**src/hw/rtl/pvrt_pkg.sv**
```systemverilog
`timescale 1ns / 1ps
// ----------------------------------------------------------------------------
// pvrt_pkg
// Shared types, widths and operation codes of the path-vector route table.
// ----------------------------------------------------------------------------
package pvrt_pkg;

    localparam int ID_W     = 4;
    localparam int COST_W   = 10;
    localparam int LEN_W    = 5;
    localparam int PATH_W   = 64;
    localparam int OP_W     = 3;
    localparam int COUNT_W  = 5;
    localparam int PATH_IDS = PATH_W / ID_W;

    localparam int DEF_MAX_ROUTES    = 16;
    localparam int DEF_COST_INFINITY = 1023;

    // input tdata: op, dest_id, route_cost, adv_len, adv_path, sender,
    // link_cost, read_index
    localparam int IN_DATA_W  = 104;
    // output tdata: flags, count, read entry
    localparam int OUT_DATA_W = 96;

    localparam logic [OP_W-1:0] OP_CLEAR  = 3'd0;
    localparam logic [OP_W-1:0] OP_ADD_NB = 3'd1;
    localparam logic [OP_W-1:0] OP_UPDATE = 3'd2;
    localparam logic [OP_W-1:0] OP_DEATH  = 3'd3;
    localparam logic [OP_W-1:0] OP_READ   = 3'd4;

    typedef struct packed {
        logic [ID_W-1:0]   dest;
        logic [ID_W-1:0]   hop;
        logic [COST_W-1:0] cost;
        logic [LEN_W-1:0]  plen;
        logic [PATH_W-1:0] path;
    } t_entry;

    localparam int ENTRY_W = $bits(t_entry);

    // saturate a cost at the infinity value
    function automatic logic [COST_W-1:0] clamp_cost(input logic [COST_W:0] c,
                                                     input logic [COST_W-1:0] inf);
        clamp_cost = (c > {1'b0, inf}) ? inf : c[COST_W-1:0];
    endfunction

endpackage

```
**src/hw/rtl/pvrt_ram.sv**
```systemverilog
`timescale 1ns / 1ps
// ----------------------------------------------------------------------------
// pvrt_ram
// Generic single-write, single-read RAM with registered read data.
// ----------------------------------------------------------------------------
module pvrt_ram #(
    parameter int WIDTH = 8,
    parameter int DEPTH = 16
) (
    input  logic                     i_clk,
    input  logic                     i_we,
    input  logic [$clog2(DEPTH)-1:0] i_waddr,
    input  logic [WIDTH-1:0]         i_wdata,
    input  logic [$clog2(DEPTH)-1:0] i_raddr,
    output logic [WIDTH-1:0]         o_rdata
);
    logic [WIDTH-1:0] r_mem [DEPTH];
    logic [WIDTH-1:0] r_rdata;

    // write port and registered read port
    always_ff @(posedge i_clk) begin
        if (i_we) begin
            r_mem[i_waddr] <= i_wdata;
        end
        r_rdata <= r_mem[i_raddr];
    end

    assign o_rdata = r_rdata;
endmodule

```
**src/hw/rtl/path_vector_route_table.sv**
```systemverilog
`timescale 1ns / 1ps
// ----------------------------------------------------------------------------
// path_vector_route_table
// Route table with clear, add-neighbor, route update, neighbor death and read.
// ----------------------------------------------------------------------------
// channel   direction  signals                            content
// s_axis    in         i_s_axis_tvalid/tready/tdata/tlast  one operation
// m_axis    out        o_m_axis_tvalid/tready/tdata        one result
// cfg       in         i_cfg_valid/o_cfg_ready/i_cfg_data  my_id register
//
// Clear, add-neighbor and unused codes pass through PREP to DONE; a read
// with a valid index adds RDO. Update and neighbor death scan the table
// through one RAM read port, RD and EV per valid entry, then FIN.
// Synchronous active-low reset empties the table; no clearing pass.
// A stalled result is held while the next transaction is taken in.
// ----------------------------------------------------------------------------
module path_vector_route_table #(
    parameter int MAX_ROUTES    = pvrt_pkg::DEF_MAX_ROUTES,
    parameter int COST_INFINITY = pvrt_pkg::DEF_COST_INFINITY
) (
    input  logic                            i_clk,
    input  logic                            i_rst_n,
    input  logic                            i_s_axis_tvalid,
    output logic                            o_s_axis_tready,
    // op, dest_id, route_cost, adv_len, adv_path, sender, link_cost,
    // read_index
    input  logic [pvrt_pkg::IN_DATA_W-1:0]  i_s_axis_tdata,
    // last_entry
    input  logic                            i_s_axis_tlast,
    output logic                            o_m_axis_tvalid,
    input  logic                            i_m_axis_tready,
    // entry_changed, packet_changed, dropped, route_count, index_valid,
    // out_dest, out_hop, out_cost, out_plen, out_path
    output logic [pvrt_pkg::OUT_DATA_W-1:0] o_m_axis_tdata,
    input  logic                            i_cfg_valid,
    output logic                            o_cfg_ready,
    input  logic [pvrt_pkg::ID_W-1:0]       i_cfg_data
);
    import pvrt_pkg::*;

    localparam int AW = $clog2(MAX_ROUTES);
    localparam logic [COST_W-1:0]  INF   = COST_W'(COST_INFINITY);
    localparam logic [COUNT_W-1:0] MAXC  = COUNT_W'(MAX_ROUTES);

    localparam logic [2:0] S_IDLE = 3'd0;
    localparam logic [2:0] S_PREP = 3'd1;
    localparam logic [2:0] S_RD   = 3'd2;
    localparam logic [2:0] S_EV   = 3'd3;
    localparam logic [2:0] S_FIN  = 3'd4;
    localparam logic [2:0] S_RDO  = 3'd5;
    localparam logic [2:0] S_DONE = 3'd6;

    logic [2:0]          r_state, n_state;
    logic [ID_W-1:0]     r_my_id;
    logic [COUNT_W-1:0]  r_count, n_count;
    logic                r_acc, n_acc;
    logic [COUNT_W-1:0]  r_idx, n_idx;

    // captured item
    logic [OP_W-1:0]     r_op;
    logic [ID_W-1:0]     r_dest, r_sender, r_ridx;
    logic [COST_W-1:0]   r_rcost, r_lcost;
    logic [LEN_W-1:0]    r_alen;
    logic [PATH_W-1:0]   r_apath;
    logic                r_last;

    // derived per item
    logic [COST_W-1:0]   r_sum, n_sum;
    logic                r_loop, n_loop;
    logic [PATH_W-1:0]   r_newpath, n_newpath;
    logic                r_found, n_found;

    // working result
    logic                r_chg, n_chg, r_drop, n_drop, r_pkt, n_pkt, r_rdv, n_rdv;
    t_entry              r_rde, n_rde;

    // output register
    logic                r_ovalid;
    logic [OUT_DATA_W-1:0] r_odata;

    logic                we;
    logic [AW-1:0]       waddr, raddr;
    t_entry              wdata, rdata;
    logic [ENTRY_W-1:0]  rdata_raw;
    logic                path_full;
    logic [LEN_W-1:0]    newlen;
    logic                s_acc, o_free;

    assign s_acc     = i_s_axis_tvalid && o_s_axis_tready;
    assign o_free    = !r_ovalid || i_m_axis_tready;
    assign path_full = (r_alen >= LEN_W'(PATH_IDS));
    assign newlen    = r_alen + LEN_W'(1);
    assign rdata     = t_entry'(rdata_raw);

    pvrt_ram #(
        .WIDTH (ENTRY_W),
        .DEPTH (MAX_ROUTES)
    ) u_table (
        .i_clk   (i_clk),
        .i_we    (we),
        .i_waddr (waddr),
        .i_wdata (wdata),
        .i_raddr (raddr),
        .o_rdata (rdata_raw)
    );

    // item capture and config register
    always_ff @(posedge i_clk) begin
        if (s_acc) begin
            r_op     <= i_s_axis_tdata[2:0];
            r_dest   <= i_s_axis_tdata[6:3];
            r_rcost  <= i_s_axis_tdata[16:7];
            r_alen   <= i_s_axis_tdata[21:17];
            r_apath  <= i_s_axis_tdata[85:22];
            r_sender <= i_s_axis_tdata[89:86];
            r_lcost  <= i_s_axis_tdata[99:90];
            r_ridx   <= i_s_axis_tdata[103:100];
            r_last   <= i_s_axis_tlast;
        end
        if (!i_rst_n) begin
            r_my_id <= '0;
        end else if (i_cfg_valid) begin
            r_my_id <= i_cfg_data;
        end
    end

    // loop check, new path and saturated sum
    always_comb begin
        n_loop    = 1'b0;
        n_newpath = '0;
        for (int j = 0; j < PATH_IDS; j++) begin
            if (LEN_W'(j) < r_alen) begin
                if (r_apath[j*ID_W +: ID_W] == r_my_id) begin
                    n_loop = 1'b1;
                end
                if (j < PATH_IDS - 1) begin
                    n_newpath[(j+1)*ID_W +: ID_W] = r_apath[j*ID_W +: ID_W];
                end
            end
        end
        n_newpath[ID_W-1:0] = r_my_id;
        n_sum = clamp_cost({1'b0, clamp_cost({1'b0, r_rcost}, INF)}
                           + {1'b0, clamp_cost({1'b0, r_lcost}, INF)}, INF);
    end

    // sequencer
    always_comb begin
        n_state = r_state;
        n_count = r_count;
        n_acc   = r_acc;
        n_idx   = r_idx;
        n_found = r_found;
        n_chg   = r_chg;
        n_drop  = r_drop;
        n_pkt   = r_pkt;
        n_rdv   = r_rdv;
        n_rde   = r_rde;
        we      = 1'b0;
        waddr   = r_idx[AW-1:0];
        wdata   = rdata;
        raddr   = r_idx[AW-1:0];
        unique case (r_state)
            S_IDLE: begin
                if (s_acc) begin
                    n_state = S_PREP;
                    n_idx   = '0;
                    n_found = 1'b0;
                    n_chg   = 1'b0;
                    n_drop  = 1'b0;
                    n_pkt   = 1'b0;
                    n_rdv   = 1'b0;
                    n_rde   = '0;
                end
            end
            S_PREP: begin
                n_state = S_DONE;
                unique case (r_op) inside
                    OP_CLEAR: begin
                        we      = 1'b1;
                        waddr   = '0;
                        wdata   = '{r_my_id, r_my_id, '0, LEN_W'(1),
                                    PATH_W'(r_my_id)};
                        n_count = COUNT_W'(1);
                        n_acc   = 1'b0;
                        n_chg   = 1'b1;
                    end
                    OP_ADD_NB: begin
                        if (r_count >= MAXC) begin
                            n_drop = 1'b1;
                        end else begin
                            we      = 1'b1;
                            waddr   = r_count[AW-1:0];
                            wdata   = '{r_dest, r_dest,
                                        clamp_cost({1'b0, r_rcost}, INF),
                                        LEN_W'(2),
                                        PATH_W'({r_dest, r_my_id})};
                            n_count = r_count + COUNT_W'(1);
                            n_chg   = 1'b1;
                        end
                    end
                    OP_UPDATE, OP_DEATH: begin
                        n_state = (r_count == '0) ? S_FIN : S_RD;
                    end
                    OP_READ: begin
                        raddr = r_ridx[AW-1:0];
                        if ({1'b0, r_ridx} < r_count) begin
                            n_rdv   = 1'b1;
                            n_state = S_RDO;
                        end
                    end
                    default: begin
                    end
                endcase
            end
            S_RD: begin
                n_state = S_EV;
            end
            S_EV: begin
                // examine one table entry
                if (r_op == OP_UPDATE) begin
                    if (rdata.dest == r_dest) begin
                        n_found = 1'b1;
                        if (r_sum < rdata.cost && !r_loop) begin
                            if (path_full) begin
                                n_drop = 1'b1;
                            end else begin
                                we    = 1'b1;
                                wdata = '{r_dest, r_sender, r_sum, newlen, r_newpath};
                                n_chg = 1'b1;
                            end
                        end else if (rdata.hop == r_sender && r_sum > rdata.cost) begin
                            we         = 1'b1;
                            wdata.cost = r_sum;
                            n_chg      = 1'b1;
                        end
                    end
                end else if (rdata.hop == r_dest && rdata.cost != INF) begin
                    we         = 1'b1;
                    wdata.cost = INF;
                    n_chg      = 1'b1;
                end
                n_idx   = r_idx + COUNT_W'(1);
                n_state = (n_idx < r_count) ? S_RD : S_FIN;
            end
            S_FIN: begin
                n_state = S_DONE;
                if (r_op == OP_UPDATE) begin
                    if (!r_found) begin
                        if (path_full || r_count >= MAXC) begin
                            n_drop = 1'b1;
                        end else begin
                            we      = 1'b1;
                            waddr   = r_count[AW-1:0];
                            wdata   = '{r_dest, r_sender, r_sum, newlen, r_newpath};
                            n_count = r_count + COUNT_W'(1);
                            n_chg   = 1'b1;
                        end
                    end
                    if (r_last) begin
                        n_pkt = r_acc | n_chg;
                        n_acc = 1'b0;
                    end else begin
                        n_acc = r_acc | n_chg;
                    end
                end
            end
            S_RDO: begin
                n_rde   = rdata;
                n_state = S_DONE;
            end
            S_DONE: begin
                if (o_free) begin
                    n_state = S_IDLE;
                end
            end
            default: begin
                n_state = S_IDLE;
            end
        endcase
    end

    // control state
    always_ff @(posedge i_clk) begin
        if (!i_rst_n) begin
            r_state  <= S_IDLE;
            r_count  <= '0;
            r_acc    <= 1'b0;
            r_ovalid <= 1'b0;
        end else begin
            r_state <= n_state;
            r_count <= n_count;
            r_acc   <= n_acc;
            if (r_state == S_DONE && o_free) begin
                r_ovalid <= 1'b1;
            end else if (i_m_axis_tready) begin
                r_ovalid <= 1'b0;
            end
        end
    end

    // working and output payload
    always_ff @(posedge i_clk) begin
        r_idx   <= n_idx;
        r_found <= n_found;
        r_chg   <= n_chg;
        r_drop  <= n_drop;
        r_pkt   <= n_pkt;
        r_rdv   <= n_rdv;
        r_rde   <= n_rde;
        if (r_state == S_PREP) begin
            r_sum     <= n_sum;
            r_loop    <= n_loop;
            r_newpath <= n_newpath;
        end
        if (r_state == S_DONE && o_free) begin
            r_odata <= {r_rde.path, r_rde.plen, r_rde.cost, r_rde.hop,
                        r_rde.dest, r_rdv, r_count, r_drop, r_pkt, r_chg};
        end
    end

    assign o_s_axis_tready = (r_state == S_IDLE);
    assign o_m_axis_tvalid = r_ovalid;
    assign o_m_axis_tdata  = r_odata;
    assign o_cfg_ready     = 1'b1;

    // table never holds more routes than it has room for
    a_count_bound: assert property (@(posedge i_clk) disable iff (!i_rst_n)
        r_count <= MAXC)
        else $error("route count above table size");

    // every scanned entry lies below the route count
    a_scan_range: assert property (@(posedge i_clk) disable iff (!i_rst_n)
        (r_state == S_EV) |-> (r_idx < r_count))
        else $error("scan index past route count");

    // an accepted item leaves idle at once
    a_accept_prep: assert property (@(posedge i_clk) disable iff (!i_rst_n)
        s_acc |=> (r_state == S_PREP))
        else $error("accepted item not started");

    // a clear leaves exactly the self route
    a_clear_count: assert property (@(posedge i_clk) disable iff (!i_rst_n)
        (r_state == S_PREP && r_op == OP_CLEAR) |=> (r_count == COUNT_W'(1)))
        else $error("clear did not leave one route");
endmodule
```
**config.mk**
```make
export PLATFORM = sky130hd
export DESIGN_NAME = path_vector_route_table
export DESIGN_NICKNAME = d
export VERILOG_FILES = /design/src/hw/rtl/pvrt_pkg.sv /design/src/hw/rtl/pvrt_ram.sv /design/src/hw/rtl/path_vector_route_table.sv
export SDC_FILE = /design/constraint.sdc
export NUM_CORES = 2
export LEC_CHECK = 0
export BUFFER_PORTS_ARGS = -buffer_cell sky130_fd_sc_hd__buf_4
export CORE_ASPECT_RATIO = 0.6
export CORE_MARGIN = 2
export CORE_UTILIZATION = 55
export DETAILED_ROUTE_END_ITERATION = 16
export PLACE_DENSITY_LB_ADDON = 0.15
export SLEW_MARGIN = 20
export SYNTH_ARGS = -nofsm -noshare
export SYNTH_HDL_FRONTEND = slang
export SYNTH_SLANG_ARGS = --single-unit
```
**constraint.sdc**
```tcl
create_clock -name i_clk -period 17.5 [get_ports i_clk]
set_input_delay 0.875 -clock i_clk [delete_from_list [all_inputs] [get_ports i_clk]]
set_output_delay 0.875 -clock i_clk [all_outputs]
set_load 0.05 [all_outputs]
```
* Word level (Yosys, flattened, before mapping) *
Memory sizes are Yosys's and may differ from the RTL's. A register that Yosys moved wholly into a read port is not among the register bits.
Index checks and enable logic that the tools add are counted.

storage, ports and cells
  bits in latches = 0
  register bits = 387
  memories = 1
  logic and storage cells = 283
  input bits = 114
  bits in read-only memories = 0
  output and inout bits = 99
  memory bits (writable) = 1392

operators by class
  $lt $le $gt $ge = 23
  $mul = 0
  divide/modulo/power cells = 0
  bitwise logic cells = 1
  reductions and logical operators = 31
  multiplexer cells = 127
  shifts and indexed selects = 0
  add/subtract/negate cells = 4
  equal/unequal tests = 52

memory list
  memory         depth  bits a word  read ports  clocked after memory_dff  wr ports  line            RTL
  u_table.r_mem  16     87           1           1                         1         pvrt_ram.sv:17  logic [WIDTH-1:0] r_mem [DEPTH];

operators by type and width
  operator                                                    count
  two-way mux 87 bit                                          7
  case mux 87 bit (2 select lines)                            2
  case mux 87 bit (3 select lines)                            1
  two-way mux 69 bit                                          2
  two-way mux 1 bit                                           77
  == test 4 bit                                               19
  less-than comparator 4 x 5 -> 1 bit (first input constant)  8
  two-way mux 10 bit                                          4
  != test 2 bit (second input constant)                       15
  case mux 5 bit (2 select lines)                             3
  two-way mux 5 bit                                           5
  two-way mux 4 bit                                           6
  less-than comparator 3 x 5 -> 1 bit (first input constant)  4
  case mux 3 bit (6 select lines)                             1
  two-way mux 8 bit                                           2
  case mux 4 bit (2 select lines)                             2
  adder 5 x 1 -> 5 bit (second input constant)                3
  == test 3 x 2 -> 1 bit (second input constant)              4
  == test 3 bit (second input constant)                       4
  two-way mux 3 bit                                           4
  != test 3 bit (second input constant)                       4
  case mux 1 bit (2 select lines)                             6
  AND reduction 4 bit                                         3
  nonzero test 2 bit                                          6
  other kinds (30)                                            46

* Longest topological paths before layout *
  depth in word-level cells = 33
  gate-level depth with buffers = 12
  mapped depth without buffers = 8

* Cells and area by module *
Synthesis repeated with hierarchy kept, for this count alone.

unflattened totals
  cell total of the unflattened synthesis = 3381
  area, all modules = 70332.5 um^2

by module, submodules not included
  module                   area an instance (um^2)  instances  seq. area each (um^2)  cells an instance
  pvrt_ram                 53775.3                  1          43541.8                2232
  path_vector_route_table  16557.1                  1          11481.0                1149

* Worst setup path after synthesis *
No wires, ideal clock.

  path type = register to register
  from = register u_table.r_rdata[72] (netlist: u_table.o_rdata[72]) (read register of u_table.r_mem)
  to = memory u_table.r_mem[14][0] (netlist bit) (enable)
  library setup time = 639 ps
  data arrival time = 7926 ps
  path buffers = 1
  clock period less this slack = 8565 ps
  cell stages (with the launch flop) = 10
  path slack = 8935 ps
  required time = 16861 ps
  cell sequence = dfxtp_1 > inv_1 > ha_1 > a21oi_1 > o21a_1 > o211ai_1 > mux2i_1 > buf_2 > o22ai_1 > nor3_1

between the ends
  cells in the longest elaborated chain, start to end = 9
  elaborated cells on any way between the ends = 14
  those cells by class = 2 x order compare; 1 x eq/ne; 8 x mux; 3 x reduce/logical

ends and longest elaborated chain
  what                                         line                            RTL
  from (decl)                                  pvrt_ram.sv:18                  logic [WIDTH-1:0] r_rdata;
  > comparator 10 bit                          path_vector_route_table.sv:231  end else if (rdata.hop == r_sender && r_sum > rdata.cost) begin
  logical AND 1 bit                            path_vector_route_table.sv:231
  two-way mux 1 bit                            path_vector_route_table.sv:231
  two-way mux 1 bit                            path_vector_route_table.sv:223  if (r_sum < rdata.cost && !r_loop) begin
  two-way mux 1 bit                            path_vector_route_table.sv:221  if (rdata.dest == r_dest) begin
  two-way mux 1 bit (*)                        path_vector_route_table.sv:220  if (r_op == OP_UPDATE) begin
  case mux 1 bit (3 select lines) (*)          path_vector_route_table.sv:162  unique case (r_state)
  two-way mux 1 bit (*)                        pvrt_ram.sv:22                  if (i_we) begin
  two-way mux 1 bit (not written as such) (*)  pvrt_ram.sv:23                  r_mem[i_waddr] <= i_wdata;
  to (decl)                                    pvrt_ram.sv:17

Mark *: on every way between the ends. The rest lies on a longest branch, timed or not.

* Final worst setup path *
  from = register r_state[1]
  to = register u_table.r_rdata[48] (netlist: u_table.o_rdata[48]) (read register of u_table.r_mem)

between the ends
  cells in the longest elaborated chain, start to end = 2

ends and longest elaborated chain
  what                    line                            RTL
  from (decl)             path_vector_route_table.sv:53   logic [2:0] r_state, n_state;
  from (signal assigned)  path_vector_route_table.sv:290  r_state <= n_state;
  == test 3 x 1 -> 1 bit  path_vector_route_table.sv:162
  two-way mux 4 bit       path_vector_route_table.sv:162

Every way passes these cells.
A chain may end at the register's enable or synchronous reset.

==> impl_metrics.py <==
metrics = {
    "floorplanning": {
        "start_util_pct": 55.4,
        "die_y_um": 292,
        "core_um2": 137000,
        "ios": 213,
        "die_x_um": 483,
        "fp-row-count": 105,
        "dieArea_um2": 141000,
    },
    "final_layout": {
        "final_cell_mix": "edfxtp_1 (1765), mux2i_1 (616), buf_4 (320), o22ai_1 (266), nand2_1 (226)",
        "area_growth_pct": 11.7,
        "fill_cells": 9904,
        "layout-drive-gt1-share_pct": 12.8,
        "fin_nets": 5058,
        "final_common_cell": "edfxtp_1",
    },
    "drt": {
        "wl_met1_um": 94200,
        "drt_iter0_markers": 6174,
        "drt_pass1_iterations": 6,
        "wirelength_um": 215000,
        "highest_layer": "met4",
        "met2_wirelength_um": 92300,
        "drc": 0,
        "avgRoutedWirePerCell_um": 31.3,
        "dr_wl_met3_um": 22700,
        "via_per_inst": 6.60,
        "dr_total_vias": 45400,
        "antenna_left": 0,
    },
    "critical_path": {
        "crit_chain": "or3b_1 > buf_4 > clkinv_4 > nand3_2 > and2_4 > buf_4 > buf_4 > buf_4 > mux2i_1 > o22ai_1 > a211o_1",
        "start_kind": "flip-flop",
        "crit_required_ns": 18.18,
        "crit_path_start": "r_state[1]",
        "crit_top_cell": "buf_4",
        "cp-end-kind": "flip-flop",
        "worstPathArrival_ns": 6.96,
        "crit_path_max_fanout": 70,
        "r2r_start": "r_state[1]",
        "crit_path_top_delay_cell": "buf_4",
        "slowest_delay_ns": 1.02,
        "critical_path_class": "reg -> reg",
    },
    "yosys": {
        "synth_ff_type": "edfxtp_1",
        "synth_area_um2": 75800,
        "yosysSeqAreaShare_pct": 72.6,
        "syn_nets": 4887,
        "synth_area_per_cell_um2": 16.0,
        "synth_cell_type_count": 81,
        "synthArstFlopShare_pct": 0,
        "syn-instance-count": 4741,
        "yosys_warnings": 0,
        "synth_edf_count": 1765,
        "yosys_register_bits": 1866,
    },
    "min_path": {
        "hold_start": "i_s_axis_tdata[93]",
        "worstHoldPathType": "in -> reg",
    },
    "clocking": {
        "clockBufferDepth": 3,
        "tritoncts": "built",
        "cts_resized": 0,
        "path_clk_slew_ns": 0.07,
        "clock_latency_ns": 0.80,
        "numCtsBuffers": 166,
        "ctsHoldBuffers": 0,
        "cts_htree_levels": 4,
        "cts-root-buf": "clkbuf_16",
        "cts_setup_buffers": 0,
        "cts.sinks": 1866,
    },
    "grt": {
        "grt_max_degree": 105,
        "antenna_found_initial": 2,
        "grt_pass1_wl_um": 307000,
        "gr-usage-all-layers_pct": 30.1,
        "grt_pass1_vias": 43100,
        "grt-ovfl-total": 0,
    },
    "job": {
        "drv_cap": 0,
    },
    "power": {
        "power_leakage_nw": 29.4,
        "p_total_mw": 12.8,
        "ir_drop_mv": 0.104,
        "powerDensity_nw_per_um2": 151,
    },
    "timing": {
        "clock_skew_ns": 0.0300,
        "fin_crit_ns": 6.28,
        "drv_slew": 0,
        "slew_headroom_pct": 16.1,
        "setup_viol": 0,
        "final-hold-violation-count": 0,
        "worstMarginPinSlew_ns": 1.23,
        "rsz0062_at_grt": "false",
        "fmax_ghz": 0.159,
        "setup_tns_ns": 0,
        "period_share_pct": 35.9,
    },
    "place": {
        "dpl.hpwl_um": 123000,
        "io_buffer_count": 211,
        "routabilityCongestion": 0.882,
    },
    "outcome": {
        "outcome": "complete, no violations",
    },
}
-- state kept, by name (all words and copies together) (netlist names), 10 cells and up --
| name | count |
|---|---|
| r_newpath | 64 |
| r_apath | 64 |
| u_table.o_rdata | 87 |
| r_sum | 10 |
| r_lcost | 10 |
| u_table.r_mem | 1392 |
| o_m_axis_tdata | 96 |
| r_rcost | 10 |
| r_rde | 87 |
-- layout make-up --
| type | instances | area (um^2) | area share, % |
|---|---|---|---|
| multi-input cells | 2526 | 19300 | 22.8 |
| diodes | 2 | 5.00 | 0.00591 |
| clock inverters | 65 | 611 | 0.721 |
| repair buffers | 324 | 2490 | 2.94 |
| flip-flops and latches | 1866 | 55000 | 65.0 |
| well taps | 1819 | 2280 | 2.69 |
| inverters | 28 | 115 | 0.136 |
| clock buffers | 242 | 4820 | 5.69 |
-- worst max-delay path, delay by kind of cell (launching register included) --
| kind | cells | cell delay, ns |
|---|---|---|
| muxes | 1 | 0.27 |
| DFF | 1 | 0.66 |
| and+or+nand+nor | 3 | 1.15 |
| AOI/OAI and AO/OA | 2 | 0.48 |
| buffers and inverters | 5 | 3.46 |
-- synth_stat cells (all sizes together) (90+ instances only) --
| master | count | share of area [%] |
|---|---|---|
| and2 | 189 | 1.6 |
| a31oi | 101 | 0.83 |
| buf | 152 | 1.4 |
| edfxtp | 1765 | 70 |
| dfxtp | 101 | 2.7 |
| a211oi | 116 | 1.2 |
| nand2 | 230 | 1.2 |
| nor2b | 137 | 1.1 |
| o22ai | 266 | 2.2 |
| mux2i | 617 | 8.2 |
| clkbuf | 169 | 0.84 |
| and3 | 90 | 0.74 |
-- where the power goes --
part	switching (mW)	total, mW	internal, mW	leakage, nW
clock	1.62	3.67	2.05	2.67
combinational	2.01	2.86	0.846	9.82
sequential	0.326	6.25	5.92	17.0
-- final timing paths --
path                          to  slack [ns]  cells past startpoint
max          u_table.o_rdata[48]       11.22                     11
min                   r_lcost[3]        0.25                      1
max reg2reg  u_table.o_rdata[48]       11.22                     11
min reg2reg   o_m_axis_tdata[78]        0.41                      0
-- per-layer routing --
metal	track usage (%)	vias up
li1	-	19200
met1	46.7	23300
met2	42.9	2540
met3	5.95	335
met4	9.22	0
met5	0	-
-- metrics by stage --
| step | hold slack, ns | cells | worst slack (ns) | utilization (%) | cell area (um^2) |
|---|---|---|---|---|---|
| 2_1_floorplan | 0.400 | 4741 | 8.94 | - | 75800 |
| 3_3_place_gp | 0.402 | 6560 | 11.42 | 57.8 | 79100 |
| 3_5_place_dp | 0.405 | 6561 | 11.31 | 57.9 | 79100 |
| 4_1_cts | 0.201 | 6868 | 11.31 | 61.8 | 84500 |
| 5_1_grt | 0.229 | 6870 | 10.93 | 61.9 | 84600 |
| 6_report | 0.252 | 6872 | 11.22 | 61.9 | 84600 |
-- logic make-up (layout without fill, tap and decap cells) --
logic type               Yosys count  in the layout  synth area share (%)
flip-flops                      1866           1866                  72.6
AO/OA/AOI/OAI                    949            949                  9.24
AND/OR/NAND/NOR                  832            832                  5.96
multiplexers                     623            623                  8.24
buffers and inverters            349            659                  2.37
XOR/XNOR                          89             89                  1.03
adder cells (fa/ha/maj)           32             32                 0.538
other                              1              3               0.00495
Note: power is estimated with default switching activity, not from simulation.
